===== src/rtl/semaphore_table_with_wait_queues_unit_macros.svh =====
// Assertion macros for the semaphore table unit.
// Used by the top level; needs a clock named clock and a reset named reset in scope.
`ifndef SEMAPHORE_TABLE_WITH_WAIT_QUEUES_UNIT_MACROS_SVH
`define SEMAPHORE_TABLE_WITH_WAIT_QUEUES_UNIT_MACROS_SVH
`ifndef SYNTHESIS
// Check an overlapping implication property, masked while reset is high.
`define STWQ_ASSERT(label, prop, msg) \
   label: assert property (@(posedge clock) disable iff (reset) prop) else $error(msg);
// Check that cons holds in the cycle after ante.
`define STWQ_ASSERT_NEXT(label, ante, cons, msg) \
   label: assert property (@(posedge clock) disable iff (reset) (ante) |=> (cons)) \
      else $error(msg);
`else
`define STWQ_ASSERT(label, prop, msg)
`define STWQ_ASSERT_NEXT(label, ante, cons, msg)
`endif
`endif


===== src/rtl/stwq_pkg.sv =====
// Shared types and codes for the semaphore table unit.
// No dependencies; imported by the controller, the datapath and the top level.
package stwq_pkg;

   localparam logic [1:0] REQ_CREATE = 2'd0;
   localparam logic [1:0] REQ_WAIT   = 2'd1;
   localparam logic [1:0] REQ_POST   = 2'd2;

   localparam logic [1:0] ST_OK         = 2'd0;
   localparam logic [1:0] ST_NO_ENTRY   = 2'd1;
   localparam logic [1:0] ST_QUEUE_FULL = 2'd2;

   localparam logic [15:0] COUNT_MAX = 16'hFFFF;

   typedef enum logic [2:0] {
      S_IDLE,
      S_DISPATCH,
      S_FREE,
      S_SCAN,
      S_STATE,
      S_WAKE,
      S_RESULT
   } stwq_state_type;

   // Controller to datapath.
   typedef struct packed {
      logic load_req;
      logic scan_step;
      logic claim;
      logic no_entry;
      logic apply;
      logic wake;
      logic rsp_load;
   } stwq_cmd_type;

   // Datapath to controller.
   typedef struct packed {
      logic [1:0] req_type;
      logic       used_at_scan;
      logic       scan_last;
      logic       hit;
      logic       miss;
      logic       pops;
      logic       rsp_free;
   } stwq_stat_type;

endpackage


===== src/rtl/stwq_ram.sv =====
// Generic simple dual-port RAM: one write port, one registered read port.
// Read returns the old contents on a same-address write. No dependencies.
module stwq_ram #(
   parameter int WIDTH = 8,
   parameter int DEPTH = 8
) (
   input  logic                                 clock,
   input  logic                                 wr_en,
   input  logic [$clog2(DEPTH > 1 ? DEPTH : 2)-1:0] wr_addr,
   input  logic [WIDTH-1:0]                     wr_data,
   input  logic [$clog2(DEPTH > 1 ? DEPTH : 2)-1:0] rd_addr,
   output logic [WIDTH-1:0]                     rd_data
);

   logic [WIDTH-1:0] mem_ff [DEPTH];
   logic [WIDTH-1:0] rd_data_ff;

   always_ff @(posedge clock) begin
      if (wr_en) begin
         mem_ff[wr_addr] <= wr_data;
      end
      rd_data_ff <= mem_ff[rd_addr];
   end

   assign rd_data = rd_data_ff;

endmodule


===== src/rtl/stwq_ctrl.sv =====
// Sequencer for the semaphore table: steps each request through scan, update, result.
// Depends on stwq_pkg; drives the datapath by command struct only.
module stwq_ctrl
   import stwq_pkg::*;
(
   input  logic          clock,
   input  logic          reset,
   input  logic          req_tvalid,
   output logic          req_tready,
   input  stwq_stat_type stat,
   output stwq_cmd_type  cmd
);

   stwq_state_type state_ff, state_in;

   always_ff @(posedge clock) begin
      if (reset) begin
         state_ff <= S_IDLE;
      end else begin
         state_ff <= state_in;
      end
   end

   always_comb begin
      state_in   = state_ff;
      cmd        = '0;
      req_tready = 1'b0;
      case (state_ff)
         S_IDLE: begin
            req_tready = 1'b1;
            if (req_tvalid) begin
               cmd.load_req = 1'b1;
               state_in     = S_DISPATCH;
            end
         end
         S_DISPATCH: begin
            case (stat.req_type)
               REQ_CREATE:         state_in = S_FREE;
               REQ_WAIT, REQ_POST: state_in = S_SCAN;
               default:            state_in = S_RESULT;
            endcase
         end
         S_FREE: begin
            if (!stat.used_at_scan) begin
               cmd.claim = 1'b1;
               state_in  = S_RESULT;
            end else if (stat.scan_last) begin
               cmd.no_entry = 1'b1;
               state_in     = S_RESULT;
            end else begin
               cmd.scan_step = 1'b1;
            end
         end
         S_SCAN: begin
            if (stat.hit) begin
               state_in = S_STATE;
            end else if (stat.miss) begin
               state_in = S_RESULT;
            end else begin
               cmd.scan_step = 1'b1;
            end
         end
         S_STATE: begin
            cmd.apply = 1'b1;
            state_in  = stat.pops ? S_WAKE : S_RESULT;
         end
         S_WAKE: begin
            cmd.wake = 1'b1;
            state_in = S_RESULT;
         end
         S_RESULT: begin
            if (stat.rsp_free) begin
               cmd.rsp_load = 1'b1;
               state_in     = S_IDLE;
            end
         end
         default: begin
            state_in = S_IDLE;
         end
      endcase
   end

endmodule


===== src/rtl/stwq_dp.sv =====
// Datapath of the semaphore table: used bits, key/state/waiter memories, result registers.
// Depends on stwq_pkg and stwq_ram; acts only on controller commands.
module stwq_dp
   import stwq_pkg::*;
#(
   parameter int NUM_SEMAPHORES = 8,
   parameter int QUEUE_DEPTH    = 8,
   parameter int CALLER_ID_BITS = 8
) (
   input  logic          clock,
   input  logic          reset,
   input  stwq_cmd_type  cmd,
   output stwq_stat_type stat,
   input  logic [1:0]    req_type,
   input  logic [63:0]   sem_key,
   input  logic [15:0]   start_count,
   input  logic [7:0]    caller_id,
   input  logic          rsp_tready,
   output logic          rsp_tvalid,
   output logic [1:0]    rsp_status,
   output logic          rsp_must_block,
   output logic          rsp_wake_valid,
   output logic [7:0]    rsp_wake_id
);

   localparam int IDX_W  = $clog2(NUM_SEMAPHORES > 1 ? NUM_SEMAPHORES : 2);
   localparam int PTR_W  = $clog2(QUEUE_DEPTH > 1 ? QUEUE_DEPTH : 2);
   localparam int FILL_W = $clog2(QUEUE_DEPTH + 1);
   localparam int WQ_N   = NUM_SEMAPHORES * QUEUE_DEPTH;
   localparam int WA_W   = $clog2(WQ_N > 1 ? WQ_N : 2);
   localparam int ST_W   = 16 + 2 * PTR_W + FILL_W;
   localparam logic [IDX_W-1:0] IDX_LAST = IDX_W'(NUM_SEMAPHORES - 1);

   function automatic logic [PTR_W-1:0] next_slot(input logic [PTR_W-1:0] pos);
      logic [PTR_W-1:0] res;
      res = (pos == PTR_W'(QUEUE_DEPTH - 1)) ? '0 : pos + PTR_W'(1);
      return res;
   endfunction

   // Request registers
   logic [1:0]  req_type_ff;
   logic [63:0] req_key_ff;
   logic [15:0] req_start_ff;
   logic [7:0]  req_caller_ff;

   logic [NUM_SEMAPHORES-1:0] used_ff;
   logic [IDX_W-1:0] scan_idx_ff, cmp_idx_ff;
   logic             cmp_valid_ff;

   logic [1:0] res_status_ff;
   logic       res_block_ff, res_wvalid_ff;
   logic [7:0] res_wid_ff;

   logic       rsp_valid_ff;
   logic [1:0] rsp_status_ff;
   logic       rsp_block_ff, rsp_wvalid_ff;
   logic [7:0] rsp_wid_ff;

   // Memory ports
   logic [63:0]               key_rd;
   logic [ST_W-1:0]           st_rd, st_wr;
   logic                      st_we;
   logic [IDX_W-1:0]          st_waddr;
   logic [CALLER_ID_BITS-1:0] wq_rd, wq_wr;
   logic                      wq_we;
   logic [WA_W-1:0]           wq_base, wq_waddr, wq_raddr;

   logic [15:0]       cur_count, new_count;
   logic [PTR_W-1:0]  cur_head, cur_tail, new_head, new_tail;
   logic [FILL_W-1:0] cur_fill, new_fill;
   logic              count_zero, q_full, q_empty, key_match;
   logic [15:0]       caller16, wake16;
   logic [1:0]        apply_status;
   logic              apply_block;

   stwq_ram #(.WIDTH(64), .DEPTH(NUM_SEMAPHORES)) u_key_ram (
      .clock   (clock),
      .wr_en   (cmd.claim),
      .wr_addr (scan_idx_ff),
      .wr_data (req_key_ff),
      .rd_addr (scan_idx_ff),
      .rd_data (key_rd)
   );

   stwq_ram #(.WIDTH(ST_W), .DEPTH(NUM_SEMAPHORES)) u_state_ram (
      .clock   (clock),
      .wr_en   (st_we),
      .wr_addr (st_waddr),
      .wr_data (st_wr),
      .rd_addr (cmp_idx_ff),
      .rd_data (st_rd)
   );

   stwq_ram #(.WIDTH(CALLER_ID_BITS), .DEPTH(WQ_N)) u_waiter_ram (
      .clock   (clock),
      .wr_en   (wq_we),
      .wr_addr (wq_waddr),
      .wr_data (wq_wr),
      .rd_addr (wq_raddr),
      .rd_data (wq_rd)
   );

   assign {cur_count, cur_head, cur_tail, cur_fill} = st_rd;
   assign count_zero = (cur_count == 16'd0);
   assign q_full     = (cur_fill >= FILL_W'(QUEUE_DEPTH));
   assign q_empty    = (cur_fill == '0);
   assign key_match  = (key_rd == req_key_ff);

   assign wq_base  = WA_W'(cmp_idx_ff) * WA_W'(QUEUE_DEPTH);
   assign wq_waddr = wq_base + WA_W'(cur_tail);
   assign wq_raddr = wq_base + WA_W'(cur_head);
   assign caller16 = 16'(req_caller_ff);
   assign wq_wr    = caller16[CALLER_ID_BITS-1:0];
   assign wake16   = 16'(wq_rd);

   // Decide the queue/count update for the matched entry
   always_comb begin
      new_count    = cur_count;
      new_head     = cur_head;
      new_tail     = cur_tail;
      new_fill     = cur_fill;
      apply_status = ST_OK;
      apply_block  = 1'b0;
      wq_we        = 1'b0;
      case (req_type_ff)
         REQ_WAIT: begin
            if (!count_zero) begin
               new_count = cur_count - 16'd1;
            end else if (q_full) begin
               apply_status = ST_QUEUE_FULL;
            end else begin
               wq_we       = cmd.apply;
               new_tail    = next_slot(cur_tail);
               new_fill    = cur_fill + FILL_W'(1);
               apply_block = 1'b1;
            end
         end
         REQ_POST: begin
            if (!q_empty) begin
               new_head = next_slot(cur_head);
               new_fill = cur_fill - FILL_W'(1);
            end else if (cur_count != COUNT_MAX) begin
               new_count = cur_count + 16'd1;
            end
         end
         default: begin
         end
      endcase
   end

   always_comb begin
      st_we    = cmd.claim | cmd.apply;
      st_waddr = cmd.claim ? scan_idx_ff : cmp_idx_ff;
      st_wr    = cmd.claim ? {req_start_ff, {PTR_W{1'b0}}, {PTR_W{1'b0}}, {FILL_W{1'b0}}}
                           : {new_count, new_head, new_tail, new_fill};
   end

   always_comb begin
      stat.req_type     = req_type_ff;
      stat.used_at_scan = used_ff[scan_idx_ff];
      stat.scan_last    = (scan_idx_ff == IDX_LAST);
      stat.hit          = cmp_valid_ff && used_ff[cmp_idx_ff] && key_match;
      stat.miss         = cmp_valid_ff && (cmp_idx_ff == IDX_LAST) && !stat.hit;
      stat.pops         = (req_type_ff == REQ_POST) && !q_empty;
      stat.rsp_free     = !rsp_valid_ff || rsp_tready;
   end

   always_ff @(posedge clock) begin
      if (cmd.load_req) begin
         req_type_ff   <= req_type;
         req_key_ff    <= sem_key;
         req_start_ff  <= start_count;
         req_caller_ff <= caller_id;
      end
   end

   always_ff @(posedge clock) begin
      if (reset) begin
         used_ff      <= '0;
         scan_idx_ff  <= '0;
         cmp_idx_ff   <= '0;
         cmp_valid_ff <= 1'b0;
      end else begin
         if (cmd.load_req) begin
            scan_idx_ff  <= '0;
            cmp_valid_ff <= 1'b0;
         end else if (cmd.scan_step) begin
            cmp_idx_ff   <= scan_idx_ff;
            cmp_valid_ff <= 1'b1;
            if (scan_idx_ff != IDX_LAST) begin
               scan_idx_ff <= scan_idx_ff + IDX_W'(1);
            end
         end
         if (cmd.claim) begin
            used_ff[scan_idx_ff] <= 1'b1;
         end
      end
   end

   // Result being built for the current request
   always_ff @(posedge clock) begin
      if (cmd.load_req) begin
         res_status_ff <= ST_OK;
         res_block_ff  <= 1'b0;
         res_wvalid_ff <= 1'b0;
         res_wid_ff    <= 8'd0;
      end else begin
         if (cmd.no_entry) begin
            res_status_ff <= ST_NO_ENTRY;
         end
         if (cmd.apply) begin
            res_status_ff <= apply_status;
            res_block_ff  <= apply_block;
         end
         if (cmd.wake) begin
            res_wvalid_ff <= 1'b1;
            res_wid_ff    <= wake16[7:0];
         end
      end
   end

   // Output register
   always_ff @(posedge clock) begin
      if (reset) begin
         rsp_valid_ff <= 1'b0;
      end else if (cmd.rsp_load) begin
         rsp_valid_ff <= 1'b1;
      end else if (rsp_tready) begin
         rsp_valid_ff <= 1'b0;
      end
   end

   always_ff @(posedge clock) begin
      if (cmd.rsp_load) begin
         rsp_status_ff <= res_status_ff;
         rsp_block_ff  <= res_block_ff;
         rsp_wvalid_ff <= res_wvalid_ff;
         rsp_wid_ff    <= res_wid_ff;
      end
   end

   assign rsp_tvalid     = rsp_valid_ff;
   assign rsp_status     = rsp_status_ff;
   assign rsp_must_block = rsp_block_ff;
   assign rsp_wake_valid = rsp_wvalid_ff;
   assign rsp_wake_id    = rsp_wid_ff;

endmodule


===== src/rtl/semaphore_table_with_wait_queues_unit.sv =====
// Top level of the semaphore table unit: stream ports, controller and datapath.
// Depends on stwq_pkg, stwq_ctrl, stwq_dp, stwq_ram and the unit's macro header.
//
// A table of NUM_SEMAPHORES counting semaphores, each named by a 64-bit key,
// with a FIFO of up to QUEUE_DEPTH blocked callers per semaphore. Requests
// arrive on the req_ stream (req_tuser: 0 create, 1 wait, 2 post) and each
// produces exactly one transfer on the rsp_ stream. Create takes the lowest
// unused entry; wait and post act on the lowest used entry whose key matches
// and do nothing for an unknown key. Entries are never freed. The unit works
// on one request at a time: after accepting it, it decodes the request, then
// scans the table one entry per cycle, for a wait or post through the single
// read port of the key memory (priming the read, then comparing one entry at
// a time), then updates the count and queue (or claims the free entry on a
// create), reads the woken caller on a post that pops, and loads the output
// register.
// The next request is taken while a finished result still waits in the
// output register. Table occupancy is held in flip-flops cleared by reset,
// so no clearing pass runs after reset.
`include "semaphore_table_with_wait_queues_unit_macros.svh"

module semaphore_table_with_wait_queues_unit
   import stwq_pkg::*;
#(
   parameter int NUM_SEMAPHORES = 8,
   parameter int QUEUE_DEPTH    = 8,
   parameter int CALLER_ID_BITS = 8
) (
   input  logic        clock,
   input  logic        reset,
   // Request stream
   input  logic        req_tvalid,
   output logic        req_tready,
   input  logic [87:0] req_tdata,   // sem_key[63:0], start_count[79:64], caller_id[87:80]
   input  logic [1:0]  req_tuser,   // req_type[1:0]
   // Result stream
   output logic        rsp_tvalid,
   input  logic        rsp_tready,
   output logic [15:0] rsp_tdata,   // must_block[0], wake_valid[1], wake_id[9:2], zero[15:10]
   output logic [1:0]  rsp_tuser    // status[1:0]
);

   stwq_cmd_type  cmd;
   stwq_stat_type stat;

   logic [1:0] rsp_status;
   logic       rsp_must_block;
   logic       rsp_wake_valid;
   logic [7:0] rsp_wake_id;

   // Sequence each request
   stwq_ctrl u_ctrl (
      .clock      (clock),
      .reset      (reset),
      .req_tvalid (req_tvalid),
      .req_tready (req_tready),
      .stat       (stat),
      .cmd        (cmd)
   );

   // Hold the table, the queues and the result
   stwq_dp #(
      .NUM_SEMAPHORES (NUM_SEMAPHORES),
      .QUEUE_DEPTH    (QUEUE_DEPTH),
      .CALLER_ID_BITS (CALLER_ID_BITS)
   ) u_dp (
      .clock          (clock),
      .reset          (reset),
      .cmd            (cmd),
      .stat           (stat),
      .req_type       (req_tuser),
      .sem_key        (req_tdata[63:0]),
      .start_count    (req_tdata[79:64]),
      .caller_id      (req_tdata[87:80]),
      .rsp_tready     (rsp_tready),
      .rsp_tvalid     (rsp_tvalid),
      .rsp_status     (rsp_status),
      .rsp_must_block (rsp_must_block),
      .rsp_wake_valid (rsp_wake_valid),
      .rsp_wake_id    (rsp_wake_id)
   );

   // Pack the result transfer
   assign rsp_tdata = {6'd0, rsp_wake_id, rsp_wake_valid, rsp_must_block};
   assign rsp_tuser = rsp_status;

   // One request in flight: no accept right after an accept
   `STWQ_ASSERT_NEXT(a_one_in_flight, req_tvalid && req_tready, !req_tready, "request accepted while busy")
   // A wake only follows an update that popped the queue
   `STWQ_ASSERT(a_wake_after_pop, cmd.wake |-> $past(cmd.apply && stat.pops), "wake without pop")
   // An error result carries no block or wake flag
   `STWQ_ASSERT(a_err_no_flags, rsp_tvalid && rsp_tuser != ST_OK |-> rsp_tdata[1:0] == 2'b00, "flags on error")
   // wake_id is zero unless a waiter was released
   `STWQ_ASSERT(a_wake_id_zero, rsp_tvalid && !rsp_tdata[1] |-> rsp_tdata[9:2] == 8'd0, "stray wake id")

endmodule


===== config.mk =====
export PLATFORM = sky130hd
export DESIGN_NAME = semaphore_table_with_wait_queues_unit
export DESIGN_NICKNAME = d
export VERILOG_FILES = /design/src/rtl/stwq_pkg.sv /design/src/rtl/stwq_ram.sv /design/src/rtl/stwq_ctrl.sv /design/src/rtl/stwq_dp.sv /design/src/rtl/semaphore_table_with_wait_queues_unit.sv
export VERILOG_INCLUDE_DIRS = /design/src /design/src/rtl
export SDC_FILE = /design/constraint.sdc
export NUM_CORES = 1
export LEC_CHECK = 0
export BUFFER_PORTS_ARGS = -buffer_cell sky130_fd_sc_hd__buf_2
export CORE_AREA = 3 3 314 316
export CTS_BUF_LIST = sky130_fd_sc_hd__clkbuf_2 sky130_fd_sc_hd__clkbuf_4 sky130_fd_sc_hd__clkbuf_8
export DETAILED_ROUTE_END_ITERATION = 10
export DIE_AREA = 0 0 317 319
export PLACE_DENSITY = 0.86
export REMOVE_ABC_BUFFERS = 1
export SETUP_SLACK_MARGIN = 0.3
export SYNTH_ARGS = -nofsm -noshare
export SYNTH_HDL_FRONTEND = slang
export SYNTH_SLANG_ARGS = --single-unit
export TNS_END_PERCENT = 1

===== constraint.sdc =====
create_clock -name clock -period 8.36 [get_ports clock]
set_input_delay 0 -clock clock [delete_from_list [all_inputs] [get_ports clock]]
set_output_delay 0 -clock clock [all_outputs]
set_load 0.05 [all_outputs]

==> flow_summary_export.csv <==
group,metric,value,unit
run_status,status,"finished, final reports clean",
floorplanning,row_count,114,
critical_path,r2r_slack,4.18,ns
global_routing,grt_use_total,26.1,%
place,dp_hpwl,70.5,mm
critical_path,cp.arrival,4.66,ns
global_routing,grt-ovfl-total,0,
critical_path,worstSetupEndpointType,"flip-flop",
clock_network,ctsHoldBuffers,183,
clock_network,cts_num_sinks,1463,
final_layout,multi_input_area,12200,µm²
synthesis,synth-edff-count,1334,
critical_path,r2r_start,"u_dp.req_type_ff[1]",
worst_hold_path,min_to,"u_dp.rsp_tvalid",
detailed_routing,dr.pass1.iters,6,
synthesis,yosysUniqueCellTypes,72,
place,place_area,57400,µm²
synthesis,postSynth.asyncResetShare,0,%
timing,min_period,4.18,ns
detailed_routing,wl,131,mm
clock_network,cts_tree,"done",
final_layout,fillers,5674,
clock_network,cts-resized-gates,0,
global_routing,antenna_found_initial,6,
critical_path,path_max_fanout,14,
run,drv_cap,0,
power,p_per_area,312,nW/µm²
final_layout,drive_gt1_share,26.6,%
clock_network,clk_latency,0.88,ns
detailed_routing,drc,0,
timing,period_share,50.0,%
critical_path,start_kind,"flip-flop",
synthesis,synth_top_area_cell,"edfxtp_1",
synthesis,synth_top_cells_by_area,"edfxtp_1, mux4_2, dfxtp_1",
power,ir_worst_vdd,0.000200,V
detailed_routing,num_vias,29956,
global_routing,grt_pass1_vias,30906,
critical_path,path_cells,"inv_1, ha_1, inv_1, nor4_4, nand3_4, nor4_2",
synthesis,netlist.area_leader.share,72.3,%
floorplanning,initial_core_util,57.5,%
power,power.total,19.9,mW
timing,rsz0062_at_grt,"false",
global_routing,grt_pass1_wl,195,mm
critical_path,cp.required,8.84,ns
detailed_routing,drt-initial-drc-count,4259,
synthesis,ys_seq_area_share,77.0,%
power,leakagePower,20.4,nW
synthesis,yosys_warnings,0,
critical_path,critPathBufInv,2,
place,dpl_worst_slack,4.38,ns
final_layout,area_growth,15.0,%
timing,worst_slew_pin_slew,1.25,ns
detailed_routing,wl_per_cell,28.1,µm
timing,max_freq,239,MHz
clock_network,clockBufferDepth,3,
clock_network,post_cts_buffers,0,
timing,hold_slack,0.175,ns
synthesis,avgSynthCellArea,19.9,µm²
final_layout,seqCellArea,42700,µm²
worst_hold_path,hp-class,"in -> reg",
clock_network,cts_buffers,208,
synthesis,synthesis.instances,2782,
timing,slew_headroom,16.3,%
critical_path,cp_common_cell,"inv_1",
timing,clock-skew-final,0.0679,ns
timing,finalHoldViolCount,0,
synthesis,synth_common_cells,"edfxtp_1, mux4_2, nor2_1",
clock_network,clkTransAtPathRegs,0.07,ns
critical_path,slowest_delay,1.14,ns
critical_path,crit_slowest_cell,"nor4_4",
timing,fin_ws,4.18,ns
timing,finalMaxSlewViolations,0,
critical_path,r2r-end,"u_dp.u_waiter_ram.mem_ff[1][2]",
clock_network,htree_levels,4,
floorplanning,core-area,96300,µm²
detailed_routing,routed_via_density,6.44,
worst_hold_path,min_path_cells,4,
final_layout,nNetsFinal,3293,
global_routing,grt_max_degree,103,
critical_path,cp_top_family,"simple AND/OR/NAND/NOR gates",
timing,setup_violations,0,
floorplanning,die-area,101000,µm²
synthesis,ys_seq_elements,1463,
synthesis,synth_area,55400,µm²
timing,tns,0,ns
critical_path,critPathKind,"reg -> reg",
synthesis,synthFlopType,"edfxtp_1",
place,io_buffers,107,
synthesis,synth_most_common_cell,"edfxtp_1",
floorplanning,die_h,319,µm
final_layout,final_area,63700,µm²
floorplanning,ioPinCount,114,
place,place_congestion,0.885,
floorplanning,die_x,317,µm
critical_path,rr_worst_depth,6,
clock_network,cts-root-buf,"clkbuf_8",
worst_hold_path,min_from,"rsp_tready",
detailed_routing,ant_nets,0,
[registers in the layout, summed over array words and instances, names as in the netlist, 2 cells and up]
register,flops
u_dp.u_state_ram.rd_data,26
u_dp.u_waiter_ram.rd_data,8
u_dp.req_caller_ff,8
u_dp.req_type_ff,2
u_ctrl.state_ff,3
u_dp.u_key_ram.rd_data,64
u_dp.u_state_ram.mem_ff,208
u_dp.scan_idx_ff,3
u_dp.used_ff,8
u_dp.cmp_idx_ff,3
u_dp.req_key_ff,64
u_dp.u_key_ram.mem_ff,512
u_dp.u_waiter_ram.mem_ff,512
u_dp.rsp_wake_id,8
u_dp.req_start_ff,16
u_dp.res_status_ff,2
u_dp.res_wid_ff,8
u_dp.rsp_status,2
[worst max path at each step]
stage | from | endpoint | cells past startpoint
floorplan | u_dp.scan_idx_ff[0] | u_dp.u_key_ram.mem_ff[0][0] | 3
global placement | u_dp.req_type_ff[1] | u_dp.u_waiter_ram.mem_ff[1][0] | 6
detailed placement | u_dp.req_type_ff[1] | u_dp.u_waiter_ram.mem_ff[1][4] | 6
CTS | u_dp.u_state_ram.rd_data[17] | u_dp.u_waiter_ram.mem_ff[1][5] | 6
global route | u_dp.u_state_ram.rd_data[17] | u_dp.u_waiter_ram.mem_ff[1][1] | 6
finish | u_dp.req_type_ff[1] | u_dp.u_waiter_ram.mem_ff[1][2] | 6
[metrics by stage]
step,std cells,util [%]
2_1_floorplan,2639,-
3_3_place_gp,4068,59.6
5_1_grt,4647,66.1
6_report,4649,66.2
3_5_place_dp,4068,59.6
4_1_cts,4645,66.1
[worst reg2reg max path: stages, from the launching register on]
cell	delay [ns]
edfxtp_1	0.43
inv_1	0.10
ha_1	0.50
inv_1	0.44
nor4_4	1.15
nand3_4	0.42
nor4_2	0.74
[placed cells by master (no fill, tap or decap), types with 6 or more instances in the layout]
cell	count
a22oi_1	91
buf_2	107
nor2_2	6
xor2_1	7
nand3_1	24
dfxtp_1	122
nor4_1	10
o21a_1	6
or3_1	7
clkinv_2	25
dlygate4sd3_1	183
edfxtp_1	1334
mux4_2	271
nor2_1	153
mux2i_1	66
nor3_1	25
o22ai_1	20
buf_4	45
nand2b_1	10
nor2_4	8
nand4_1	43
clkinvlp_4	7
nand3b_1	6
a31oi_1	9
nand2_1	76
a211oi_1	8
clkinv_1	38
conb_1	6
bufinv_16	8
mux2_2	73
clkbuf_4	76
a21oi_1	41
nor2b_1	11
o21ai_0	24
ha_1	14
inv_1	24
clkbuf_8	230
xnor2_1	52
[power breakdown]
part           internal, mW  switching (mW)
clock network          3.14            2.72
registers              9.29           0.665
logic                  1.70            2.37
total                  14.1            5.76
[final cells by class]
type                    instances  area share, %
flip-flops and latches       1463           67.0
multi-input cells            1152           19.1
clock buffers                 306           5.87
repair buffers                336           4.28
well taps                    1276           2.51
clock inverters                88           1.08
inverters                      24          0.141
diodes                          4         0.0157
[layer usage]
layer,vias to the layer above,share of wire [%],global-route usage (%)
li1,12195,-,-
met1,15228,36,35.8
met2,2186,49,41.7
met3,345,11,6.08
met4,2,3.2,9.31
met5,-,0.010,0
[cell families (layout without fill, tap and decap cells)]
logic type	after synthesis	in the layout	synth area share (%)
other	1	10	0.00677
buffers and inverters	172	754	1.27
xor gates and xnor gates	59	59	0.933
adders and majority gates	14	14	0.316
AOI/OAI and AO/OA	250	250	3.15
DFF	1463	1463	77.0
and+or+nand+nor	413	413	3.63
muxes	410	410	13.7
(Power assumes the default switching activity.)
